===== src/design/cfc_pkg.sv =====
package cfc_pkg;

    // Default sizes
    localparam int CFC_MAX_TAPS    = 63;
    localparam int CFC_SAMPLE_BITS = 16;

    // Fixed field widths
    localparam int COEF_W   = 16;
    localparam int TAPCNT_W = 6;
    localparam int FRAC_W   = 15;

    // Request modes
    localparam logic MODE_TAP    = 1'b0;
    localparam logic MODE_SAMPLE = 1'b1;

    // Sequencer states, one-hot
    typedef enum logic [4:0] {
        S_IDLE  = 5'b00001,
        S_PUSH  = 5'b00010,
        S_MAC   = 5'b00100,
        S_DRAIN = 5'b01000,
        S_EMIT  = 5'b10000
    } t_state;

    // One product term moving down the read / multiply path
    typedef struct packed {
        logic vld;       // term slot is live
        logic contrib;   // term contributes (otherwise counts as zero)
    } t_term;

endpackage


===== src/design/cfc_store.sv =====
module cfc_store import cfc_pkg::*; #(
    parameter int MAX_TAPS    = CFC_MAX_TAPS,
    parameter int SAMPLE_BITS = CFC_SAMPLE_BITS,
    parameter int AW          = (MAX_TAPS > 1) ? $clog2(MAX_TAPS) : 1
) (
    input  logic                          i_clk,
    input  logic                          i_rst_n,
    // kernel tap load
    input  logic                          i_tap_we,
    input  logic [AW-1:0]                 i_tap_waddr,
    input  logic signed [COEF_W-1:0]      i_tap_wdata,
    // window push
    input  logic                          i_win_we,
    input  logic [AW-1:0]                 i_win_waddr,
    input  logic signed [SAMPLE_BITS-1:0] i_win_wdata,
    // term read
    input  t_term                         i_rd_req,
    input  logic [AW-1:0]                 i_tap_raddr,
    input  logic [AW-1:0]                 i_win_raddr,
    output t_term                         o_rd,
    output logic signed [COEF_W-1:0]      o_tap,
    output logic signed [SAMPLE_BITS-1:0] o_win
);

    logic signed [COEF_W-1:0]      r_tap_mem [MAX_TAPS];
    logic signed [SAMPLE_BITS-1:0] r_win_mem [MAX_TAPS];
    logic [MAX_TAPS-1:0]           r_tap_vld;
    t_term                         r_rd;
    logic signed [COEF_W-1:0]      r_tap_q;
    logic signed [SAMPLE_BITS-1:0] r_win_q;

    // Kernel memory; unloaded taps read as zero through the valid bits
    always_ff @(posedge i_clk) begin
        if (i_tap_we) begin
            r_tap_mem[i_tap_waddr] <= i_tap_wdata;
        end
        r_tap_q <= r_tap_mem[i_tap_raddr];
    end

    always_ff @(posedge i_clk) begin
        if (!i_rst_n) begin
            r_tap_vld <= '0;
        end else if (i_tap_we) begin
            r_tap_vld[i_tap_waddr] <= 1'b1;
        end
    end

    // Circular sample window; fill count in the sequencer masks stale entries
    always_ff @(posedge i_clk) begin
        if (i_win_we) begin
            r_win_mem[i_win_waddr] <= i_win_wdata;
        end
        r_win_q <= r_win_mem[i_win_raddr];
    end

    // Term control follows the registered read data
    always_ff @(posedge i_clk) begin
        if (!i_rst_n) begin
            r_rd <= '0;
        end else begin
            r_rd.vld     <= i_rd_req.vld;
            r_rd.contrib <= i_rd_req.vld & i_rd_req.contrib & r_tap_vld[i_tap_raddr];
        end
    end

    assign o_rd  = r_rd;
    assign o_tap = r_tap_q;
    assign o_win = r_win_q;

endmodule


===== src/design/cfc_mac.sv =====
module cfc_mac import cfc_pkg::*; #(
    parameter int SAMPLE_BITS = CFC_SAMPLE_BITS
) (
    input  logic                          i_clk,
    input  logic                          i_rst_n,
    input  logic                          i_clr,
    input  t_term                         i_rd,
    input  logic signed [COEF_W-1:0]      i_tap,
    input  logic signed [SAMPLE_BITS-1:0] i_win,
    output logic                          o_busy,
    output logic signed [SAMPLE_BITS-1:0] o_filtered,
    output logic                          o_saturated
);

    localparam int PW    = COEF_W + SAMPLE_BITS;
    localparam int ACC_W = PW + TAPCNT_W;
    localparam int QW    = ACC_W - FRAC_W;

    localparam logic signed [QW-1:0] SAT_HI =
        {{(QW - SAMPLE_BITS + 1){1'b0}}, {(SAMPLE_BITS - 1){1'b1}}};
    localparam logic signed [QW-1:0] SAT_LO = ~SAT_HI;

    logic signed [PW-1:0]    prod;
    logic signed [PW-1:0]    r_prod;
    logic                    r_prod_vld;
    logic signed [ACC_W-1:0] r_acc;
    logic signed [QW-1:0]    quo;

    assign prod = i_tap * i_win;

    // Product register
    always_ff @(posedge i_clk) begin
        if (!i_rst_n) begin
            r_prod_vld <= 1'b0;
        end else begin
            r_prod_vld <= i_rd.vld;
        end
        r_prod <= i_rd.contrib ? prod : '0;
    end

    // Accumulator
    always_ff @(posedge i_clk) begin
        if (i_clr) begin
            r_acc <= '0;
        end else if (r_prod_vld) begin
            r_acc <= r_acc + ACC_W'(r_prod);
        end
    end

    assign o_busy = i_rd.vld | r_prod_vld;

    // Floor shift out of Q1.15, then clip to the sample range
    assign quo = QW'(r_acc >>> FRAC_W);

    always_comb begin
        if (quo > SAT_HI) begin
            o_filtered  = SAT_HI[SAMPLE_BITS-1:0];
            o_saturated = 1'b1;
        end else if (quo < SAT_LO) begin
            o_filtered  = SAT_LO[SAMPLE_BITS-1:0];
            o_saturated = 1'b1;
        end else begin
            o_filtered  = quo[SAMPLE_BITS-1:0];
            o_saturated = 1'b0;
        end
    end

endmodule


===== src/design/centered_fir_convolution_top.sv =====
// Same-size centered FIR (kernel not flipped) with one shared multiply-accumulate.
// A mode-0 request loads one kernel tap and does not stall. A mode-1 request
// pushes one sample; with nh = tap_count (clamped to MAX_TAPS) and c = nh/2,
// output k leaves once sample k+c is in. Each output is built in order: the
// push, then nh taps issued one tap per cycle to the multiplier through the
// single read port of each memory, then a drain of the read, product and
// accumulate stages, then the load of the output register; with a zero tap
// count there is no issue step. A sample that yields no output yet ends at
// its push unless it is marked last. The sample marked last flushes c zeros,
// each handled like a pushed sample; its final output carries end_of_signal
// and the window then starts empty.
// The input is stalled while a sample is in work. A result waits in the
// output register while the next request is accepted; a stalled result holds
// off the next output load until it is taken. There is no clearing pass
// after reset: unloaded taps read as zero through per-tap valid bits, and
// window entries older than the fill count read as zero.
module centered_fir_convolution_top import cfc_pkg::*; #(
    parameter int MAX_TAPS    = CFC_MAX_TAPS,
    parameter int SAMPLE_BITS = CFC_SAMPLE_BITS
) (
    input  logic                          i_clk,
    input  logic                          i_rst_n,
    // configuration
    input  logic                          i_cfg_we,
    input  logic [TAPCNT_W-1:0]           i_cfg_data,
    // request channel
    input  logic                          i_in_valid,
    output logic                          o_in_stall,
    input  logic                          i_mode,
    input  logic [TAPCNT_W-1:0]           i_tap_index,
    input  logic signed [COEF_W-1:0]      i_coefficient,
    input  logic signed [SAMPLE_BITS-1:0] i_sample,
    input  logic                          i_last,
    // result channel
    output logic                          o_out_valid,
    input  logic                          i_out_stall,
    output logic signed [SAMPLE_BITS-1:0] o_filtered,
    output logic                          o_saturated,
    output logic                          o_end_of_signal
);

    localparam int AW     = (MAX_TAPS > 1) ? $clog2(MAX_TAPS) : 1;
    localparam int SEEN_W = $clog2(MAX_TAPS + 1);
    localparam int CW     = ((AW > TAPCNT_W) ? AW : TAPCNT_W) + 2;
    localparam int C_W    = TAPCNT_W - 1;

    t_state                        r_state, n_state;
    logic [TAPCNT_W-1:0]           r_tapcnt;
    logic [TAPCNT_W-1:0]           r_nh, n_nh;
    logic [C_W-1:0]                r_c, n_c;
    logic [C_W-1:0]                r_left, n_left;
    logic                          r_last, n_last;
    logic signed [SAMPLE_BITS-1:0] r_sample, n_sample;
    logic [AW-1:0]                 r_ptr, n_ptr;
    logic [SEEN_W-1:0]             r_seen, n_seen;
    logic [TAPCNT_W-1:0]           r_j, n_j;

    logic                          r_out_vld;
    logic signed [SAMPLE_BITS-1:0] r_filtered;
    logic                          r_sat;
    logic                          r_eos;

    logic                          in_acc;
    logic                          out_take;
    logic                          out_load;
    logic                          tap_we;
    logic                          win_we;
    logic                          acc_clr;
    t_term                         rd_req;
    t_term                         rd;
    logic [AW-1:0]                 ptr_next;
    logic [SEEN_W-1:0]             seen_next;
    logic [TAPCNT_W-1:0]           idx;
    logic [CW-1:0]                 idx_w;
    logic [CW-1:0]                 ptr_w;
    logic [CW-1:0]                 win_addr_w;
    logic [TAPCNT_W-1:0]           nh_clamp;
    logic signed [COEF_W-1:0]      tap_q;
    logic signed [SAMPLE_BITS-1:0] win_q;
    logic                          mac_busy;
    logic signed [SAMPLE_BITS-1:0] mac_filtered;
    logic                          mac_sat;

    assign in_acc   = i_in_valid && !o_in_stall;
    assign out_take = r_out_vld && !i_out_stall;
    assign o_in_stall = (r_state != S_IDLE);

    // Kernel loads happen straight from the request
    assign tap_we = in_acc && (i_mode == MODE_TAP) &&
                    (CW'(i_tap_index) < CW'(MAX_TAPS));

    assign nh_clamp = (CW'(r_tapcnt) > CW'(MAX_TAPS)) ? TAPCNT_W'(MAX_TAPS) : r_tapcnt;

    // Window pointer and fill count after a push
    assign ptr_next  = (r_ptr == AW'(MAX_TAPS - 1)) ? '0 : r_ptr + 1'b1;
    assign seen_next = (r_seen == SEEN_W'(MAX_TAPS)) ? r_seen : r_seen + 1'b1;

    // Term j reads window entry 2c - j counted back from the newest sample
    assign idx   = {r_c, 1'b0} - r_j;
    assign idx_w = CW'(idx);
    assign ptr_w = CW'(r_ptr);
    assign win_addr_w = (ptr_w >= idx_w) ? ptr_w - idx_w : ptr_w + CW'(MAX_TAPS) - idx_w;

    // Sequencer
    always_comb begin
        n_state  = r_state;
        n_nh     = r_nh;
        n_c      = r_c;
        n_left   = r_left;
        n_last   = r_last;
        n_sample = r_sample;
        n_ptr    = r_ptr;
        n_seen   = r_seen;
        n_j      = r_j;
        win_we   = 1'b0;
        acc_clr  = 1'b0;
        out_load = 1'b0;
        rd_req   = '0;
        unique case (r_state)
            S_IDLE: begin
                if (in_acc && (i_mode == MODE_SAMPLE)) begin
                    n_nh     = nh_clamp;
                    n_c      = nh_clamp[TAPCNT_W-1:1];
                    n_left   = i_last ? nh_clamp[TAPCNT_W-1:1] : '0;
                    n_last   = i_last;
                    n_sample = i_sample;
                    n_state  = S_PUSH;
                end
            end
            S_PUSH: begin
                win_we   = 1'b1;
                n_ptr    = ptr_next;
                n_seen   = seen_next;
                n_sample = '0;
                if (CW'(seen_next) > CW'(r_c)) begin
                    acc_clr = 1'b1;
                    n_j     = '0;
                    n_state = (r_nh == '0) ? S_DRAIN : S_MAC;
                end else if (r_left != '0) begin
                    n_left = r_left - 1'b1;
                end else begin
                    if (r_last) begin
                        n_seen = '0;
                    end
                    n_state = S_IDLE;
                end
            end
            S_MAC: begin
                rd_req.vld     = 1'b1;
                rd_req.contrib = (idx_w < CW'(MAX_TAPS)) && (idx_w < CW'(r_seen));
                n_j            = r_j + 1'b1;
                if (r_j == r_nh - 1'b1) begin
                    n_state = S_DRAIN;
                end
            end
            S_DRAIN: begin
                if (!mac_busy) begin
                    n_state = S_EMIT;
                end
            end
            S_EMIT: begin
                if (!r_out_vld || !i_out_stall) begin
                    out_load = 1'b1;
                    if (r_left != '0) begin
                        n_left  = r_left - 1'b1;
                        n_state = S_PUSH;
                    end else begin
                        if (r_last) begin
                            n_seen = '0;
                        end
                        n_state = S_IDLE;
                    end
                end
            end
            default: begin
                n_state = S_IDLE;
            end
        endcase
    end

    always_ff @(posedge i_clk) begin
        if (!i_rst_n) begin
            r_state <= S_IDLE;
            r_ptr   <= '0;
            r_seen  <= '0;
            r_left  <= '0;
            r_last  <= 1'b0;
            r_j     <= '0;
        end else begin
            r_state <= n_state;
            r_ptr   <= n_ptr;
            r_seen  <= n_seen;
            r_left  <= n_left;
            r_last  <= n_last;
            r_j     <= n_j;
        end
        r_nh     <= n_nh;
        r_c      <= n_c;
        r_sample <= n_sample;
    end

    // Tap count register
    always_ff @(posedge i_clk) begin
        if (!i_rst_n) begin
            r_tapcnt <= TAPCNT_W'(1);
        end else if (i_cfg_we) begin
            r_tapcnt <= i_cfg_data;
        end
    end

    // Output register
    always_ff @(posedge i_clk) begin
        if (!i_rst_n) begin
            r_out_vld <= 1'b0;
        end else if (out_load) begin
            r_out_vld <= 1'b1;
        end else if (out_take) begin
            r_out_vld <= 1'b0;
        end
        if (out_load) begin
            r_filtered <= mac_filtered;
            r_sat      <= mac_sat;
            r_eos      <= r_last && (r_left == '0);
        end
    end

    assign o_out_valid     = r_out_vld;
    assign o_filtered      = r_filtered;
    assign o_saturated     = r_sat;
    assign o_end_of_signal = r_eos;

    cfc_store #(
        .MAX_TAPS    (MAX_TAPS),
        .SAMPLE_BITS (SAMPLE_BITS),
        .AW          (AW)
    ) u_store (
        .i_clk       (i_clk),
        .i_rst_n     (i_rst_n),
        .i_tap_we    (tap_we),
        .i_tap_waddr (AW'(i_tap_index)),
        .i_tap_wdata (i_coefficient),
        .i_win_we    (win_we),
        .i_win_waddr (ptr_next),
        .i_win_wdata (r_sample),
        .i_rd_req    (rd_req),
        .i_tap_raddr (AW'(r_j)),
        .i_win_raddr (AW'(win_addr_w)),
        .o_rd        (rd),
        .o_tap       (tap_q),
        .o_win       (win_q)
    );

    cfc_mac #(
        .SAMPLE_BITS (SAMPLE_BITS)
    ) u_mac (
        .i_clk       (i_clk),
        .i_rst_n     (i_rst_n),
        .i_clr       (acc_clr),
        .i_rd        (rd),
        .i_tap       (tap_q),
        .i_win       (win_q),
        .o_busy      (mac_busy),
        .o_filtered  (mac_filtered),
        .o_saturated (mac_sat)
    );

endmodule


===== config.mk =====
export PLATFORM = sky130hd
export DESIGN_NAME = centered_fir_convolution_top
export DESIGN_NICKNAME = d
export VERILOG_FILES = /design/src/design/cfc_pkg.sv /design/src/design/cfc_store.sv /design/src/design/cfc_mac.sv /design/src/design/centered_fir_convolution_top.sv
export SDC_FILE = /design/constraint.sdc
export NUM_CORES = 2
export LEC_CHECK = 0
export BUFFER_PORTS_ARGS = -buffer_cell sky130_fd_sc_hd__buf_2
export CAP_MARGIN = 20
export CORE_MARGIN = 2
export CORE_UTILIZATION = 47
export CTS_BUF_LIST = sky130_fd_sc_hd__clkbuf_8 sky130_fd_sc_hd__clkbuf_16
export DETAILED_ROUTE_END_ITERATION = 7
export GPL_TIMING_DRIVEN = 1
export PLACE_DENSITY_LB_ADDON = 0.12
export SYNTH_ARGS = -nofsm -noshare
export SYNTH_HDL_FRONTEND = slang
export SYNTH_HIERARCHICAL = 1
export SYNTH_SLANG_ARGS = --single-unit

===== constraint.sdc =====
create_clock -name i_clk -period 12.75 [get_ports i_clk]
set_input_delay 0 -clock i_clk [delete_from_list [all_inputs] [get_ports i_clk]]
set_output_delay 0 -clock i_clk [all_outputs]
set_load 0.05 [all_outputs]

==> results.sh <==
export IMPL_path_common_cell="fa_1"
export IMPL_finalHoldViolations=0
export IMPL_htree_levels=4
export IMPL_syn_avg_cell_area_um2=16.99
export IMPL_cts_setup_buffers=0
export IMPL_finalSetupViolCount=0
export IMPL_crit_slowest_cell="dfxtp_1"
export IMPL_start_util_pct=47.36
export IMPL_cp_slowest_stage_delay_ns=0.73
export IMPL_path_max_fanout=16
export IMPL_dr_total_vias=53290
export IMPL_vias_per_cell=5.805
export IMPL_synth_seq_cells=2260
export IMPL_grt_pass1_wl_um=365800
export IMPL_grt_max_degree=129
export IMPL_grt_overflow_total=0
export IMPL_relSlewSlack_pct=20.92
export IMPL_cp_end_kind="register"
export IMPL_setup_slack_ns=5.853
export IMPL_die_h_um=463.8
export IMPL_period_needed_ns=6.897
export IMPL_drcViolationCount=0
export IMPL_routed_wl_um=244800
export IMPL_async_flop_share_pct=0
export IMPL_syn_nets=6314
export IMPL_synthXorXnorAreaFrac_pct=0.6611
export IMPL_cts_max_path_buffers=3
export IMPL_io_buffers=70
export IMPL_routabilityCongestion=0.8380
export IMPL_synth_edf_count=2056
export IMPL_ys_warn_count=6
export IMPL_tns_ns=0
export IMPL_crit_chain="nand2_1 > inv_1 > fa_1 > inv_1 > fa_1 > fa_1 > inv_1 > fa_1 > fa_1 > inv_1 > fa_1 > inv_1 > ha_1 > and3_1 > a31o_1 > a21o_1 > a22oi_2 > a21boi_2 > o21ai_2 > a2111o_1 > a31oi_1 > mux2i_1"
export IMPL_max_slew_worst_pin_slew_ns=1.179
export IMPL_fin_worst_skew_ns=0.07697
export IMPL_io_pin_count=71
export IMPL_whs_ns=0.07692
export IMPL_dieArea_um2=215100
export IMPL_ctsResizeCount=0
export IMPL_fp_dieW_um=463.8
export IMPL_cts_buffers=226
export IMPL_dr_pass1_iters=5
export IMPL_netlist_instances=5849
export IMPL_rsz0062_at_grt="no"
export IMPL_crit_type="register to register"
export IMPL_synth_area_leader_cell="edfxtp_1"
export IMPL_synth_top_family_by_area="multiplexers"
export IMPL_clk_root_buffer_cell="clkbuf_16"
export IMPL_synth_adder_area_share_pct=7.223
export IMPL_wl_per_cell_um=26.67
export IMPL_antenna_found_initial=10
export IMPL_grt_usage_pct=22.88
export IMPL_synth_area_um2=99360
export IMPL_cp_required_ns=13.52
export IMPL_synth_distinct_cells=98
export IMPL_grt_pass1_vias=54930
export IMPL_critPathLaunchType="register"
export IMPL_cts_tree="done"
export IMPL_dp_slack_ns=5.751
export IMPL_power_density_nw_per_um2=286.4
export IMPL_period_share_pct=54.09
export IMPL_layout_drive_gt1_share_pct=18.01
export IMPL_synth_top_cell_area_share_pct=62.14
export IMPL_place_hpwl_um=152100
export IMPL_coreArea_um2=209800
export IMPL_peakVddDrop_v=0.001152
export IMPL_clk_pin_slew_ns=0.06
export IMPL_max_cap_viol_count=0
export IMPL_syn_to_final_growth_pct=12.28
export IMPL_slew_viol_final=0
export IMPL_drtIter0Drc=4941
export IMPL_status="finished clean"
export IMPL_synth_compound_area_share_pct=5.311
export IMPL_nets=6650
export IMPL_ant_nets=0
export IMPL_yosys_top_cells_area="edfxtp_1 62%, mux4_2 10%, fa_1 5.4%"
export IMPL_synthSimpleGateAreaFrac_pct=5.207
export IMPL_std_cell_rows=168
export IMPL_yosysSeqAreaShare_pct=66.25
export IMPL_min_path_type="input port to register"
export IMPL_synth_main_ff_cell="edfxtp_1"
export IMPL_cts_sinks=2260
export IMPL_synthMuxAreaShare_pct=12.32
export IMPL_leakagePower_nw=38.38
export IMPL_fmax_mhz=145.0
export IMPL_clk_latency_ns=0.89
export IMPL_critPathArrivalTime_ns=7.67
[logic make-up after synthesis]
logic type	count (synthesis)
buffers and inverters	654
AND/OR/NAND/NOR	1040
XOR/XNOR	75
multiplexers	651
flip-flops	2260
adder cells (fa/ha/maj)	414
AO/OA/AOI/OAI	755
[layout by cell type, fill, tap and decap left out, types with 24 or more instances in the layout]
master            n
nor2_2           26
dfxtp_1         198
nand2b_1         46
and3_1           24
a21oi_1         111
fa_1            266
mux2i_1         173
a211oi_1         38
nand3_1          48
clkbuf_16       227
o21a_1           94
nor3_1           46
edfxtp_1       2056
nor2_1          237
buf_4           203
ha_1            148
xor2_1           26
nand2_1         264
buf_2            73
clkinv_1         52
a21o_1           42
nor2b_1          62
o21ai_0          98
xnor2_1          45
clkinv_2         35
inv_1           444
dlygate4sd3_1    89
a22oi_1          66
o21ai_1          31
mux4_2          455
o22ai_1          44
and2_1          178
o221ai_1         37
[final cells by class]
cell class	instances	area, um2
Timing Repair Buffer	380	3060
Inverter	382	1434
Antenna cell	2	5.005
Fill cell	16970	98220
Clock inverter	179	1185
Sequential cell	2260	65840
Clock buffer	237	5818
Tap cell	2805	3510
Multi-Input combinational cell	2935	30710
[layer usage]
| layer | routed length [um] | vias up | track usage [%] |
|---|---|---|---|
| li1 | - | 23220 | - |
| met5 | 14 | - | 0 |
| met3 | 12530 | 334 | 2.765 |
| met4 | 7091 | 2 | 6.969 |
| met1 | 105400 | 28190 | 32.00 |
| met2 | 119800 | 1541 | 37.76 |
[flip-flops by register name (all words and copies together) (netlist names), 2 cells and up]
register,flops
r_seen,6
o_filtered,16
r_ptr,6
u_mac/r_prod,32
r_nh,6
u_store/o_rd,2
u_store/r_win_mem,1008
u_mac/r_acc,38
u_store/r_tap_mem,1008
r_j,6
r_sample,16
nh_clamp,6
u_store/o_win,16
u_store/r_tap_vld,63
r_state,5
u_store/o_tap,16
r_left,5
[cells in the mapped netlist, types with 16 or more instances]
master    instances
nand3b_1         16
a211oi_1         38
buf_2            56
nor2b_1          62
mux2i_1         174
buf_6            40
dfxtp_1         204
and3_1           24
nand2_1         264
a21o_1           42
clkbuf_1        125
o22ai_1          44
nor2_1          263
fa_1            266
a22oi_1          66
a21oi_1         112
mux2_2           21
a31oi_1          16
nand2b_1         46
or3_1            17
o221ai_1         37
o21ai_0          98
mux4_2          455
ha_1            148
o211ai_1         22
o21a_1           94
nor3_1           50
o21ai_1          31
inv_1           381
xor2_1           27
buf_4            32
xnor2_1          48
a211o_1          19
nand3_1          48
and2_1          178
edfxtp_1       2056
[metrics by stage]
step,cell area [um2],power (mW),std cells,util (%)
floorplan,99360,22.33,5849,-
global placement,103400,26.09,8658,49.31
detailed placement,103600,26.14,8667,49.37
CTS,111500,32.50,9172,53.13
global route,111600,35.44,9179,53.18
finish,111600,31.95,9180,53.18
[worst paths after layout]
kind | startpoint | to | slack (ns) | cells after the start
setup / recovery | u_store/o_win[1]$_DFF_P_ | u_mac/r_prod[30]$_SDFF_PN0_ | 5.85 | 22
hold reg to reg | nh_clamp[0]$_SDFFE_PN1P_ | r_nh[0]$_DFFE_PP_ | 0.44 | 0
hold / removal | i_out_stall | o_out_valid$_SDFFE_PN0P_ | 0.08 | 4
setup reg to reg | u_store/o_win[1]$_DFF_P_ | u_mac/r_prod[30]$_SDFF_PN0_ | 5.85 | 22
[power by group]
group          switching (mW)  internal, mW
sequential              0.134          8.15
combinational            9.86          7.54
clock                    2.82          3.45
[timing repair]
item	4_1_cts	5_1_grt
endpoints found under the hold margin	1230	0
hold buffers	89	0
setup endpoints to repair	0	0
[worst max-delay path, delay by kind of cell, from the launching register on]
family	cells	cell delay (ns)
AND/OR/NAND/NOR	2	0.42
adder cells (fa/ha/maj)	7	3.33
AO/OA/AOI/OAI	7	1.59
multiplexers	1	0.20
flip-flops	1	0.73
buffers and inverters	5	0.56
Note: power is estimated with default switching activity, not from simulation.
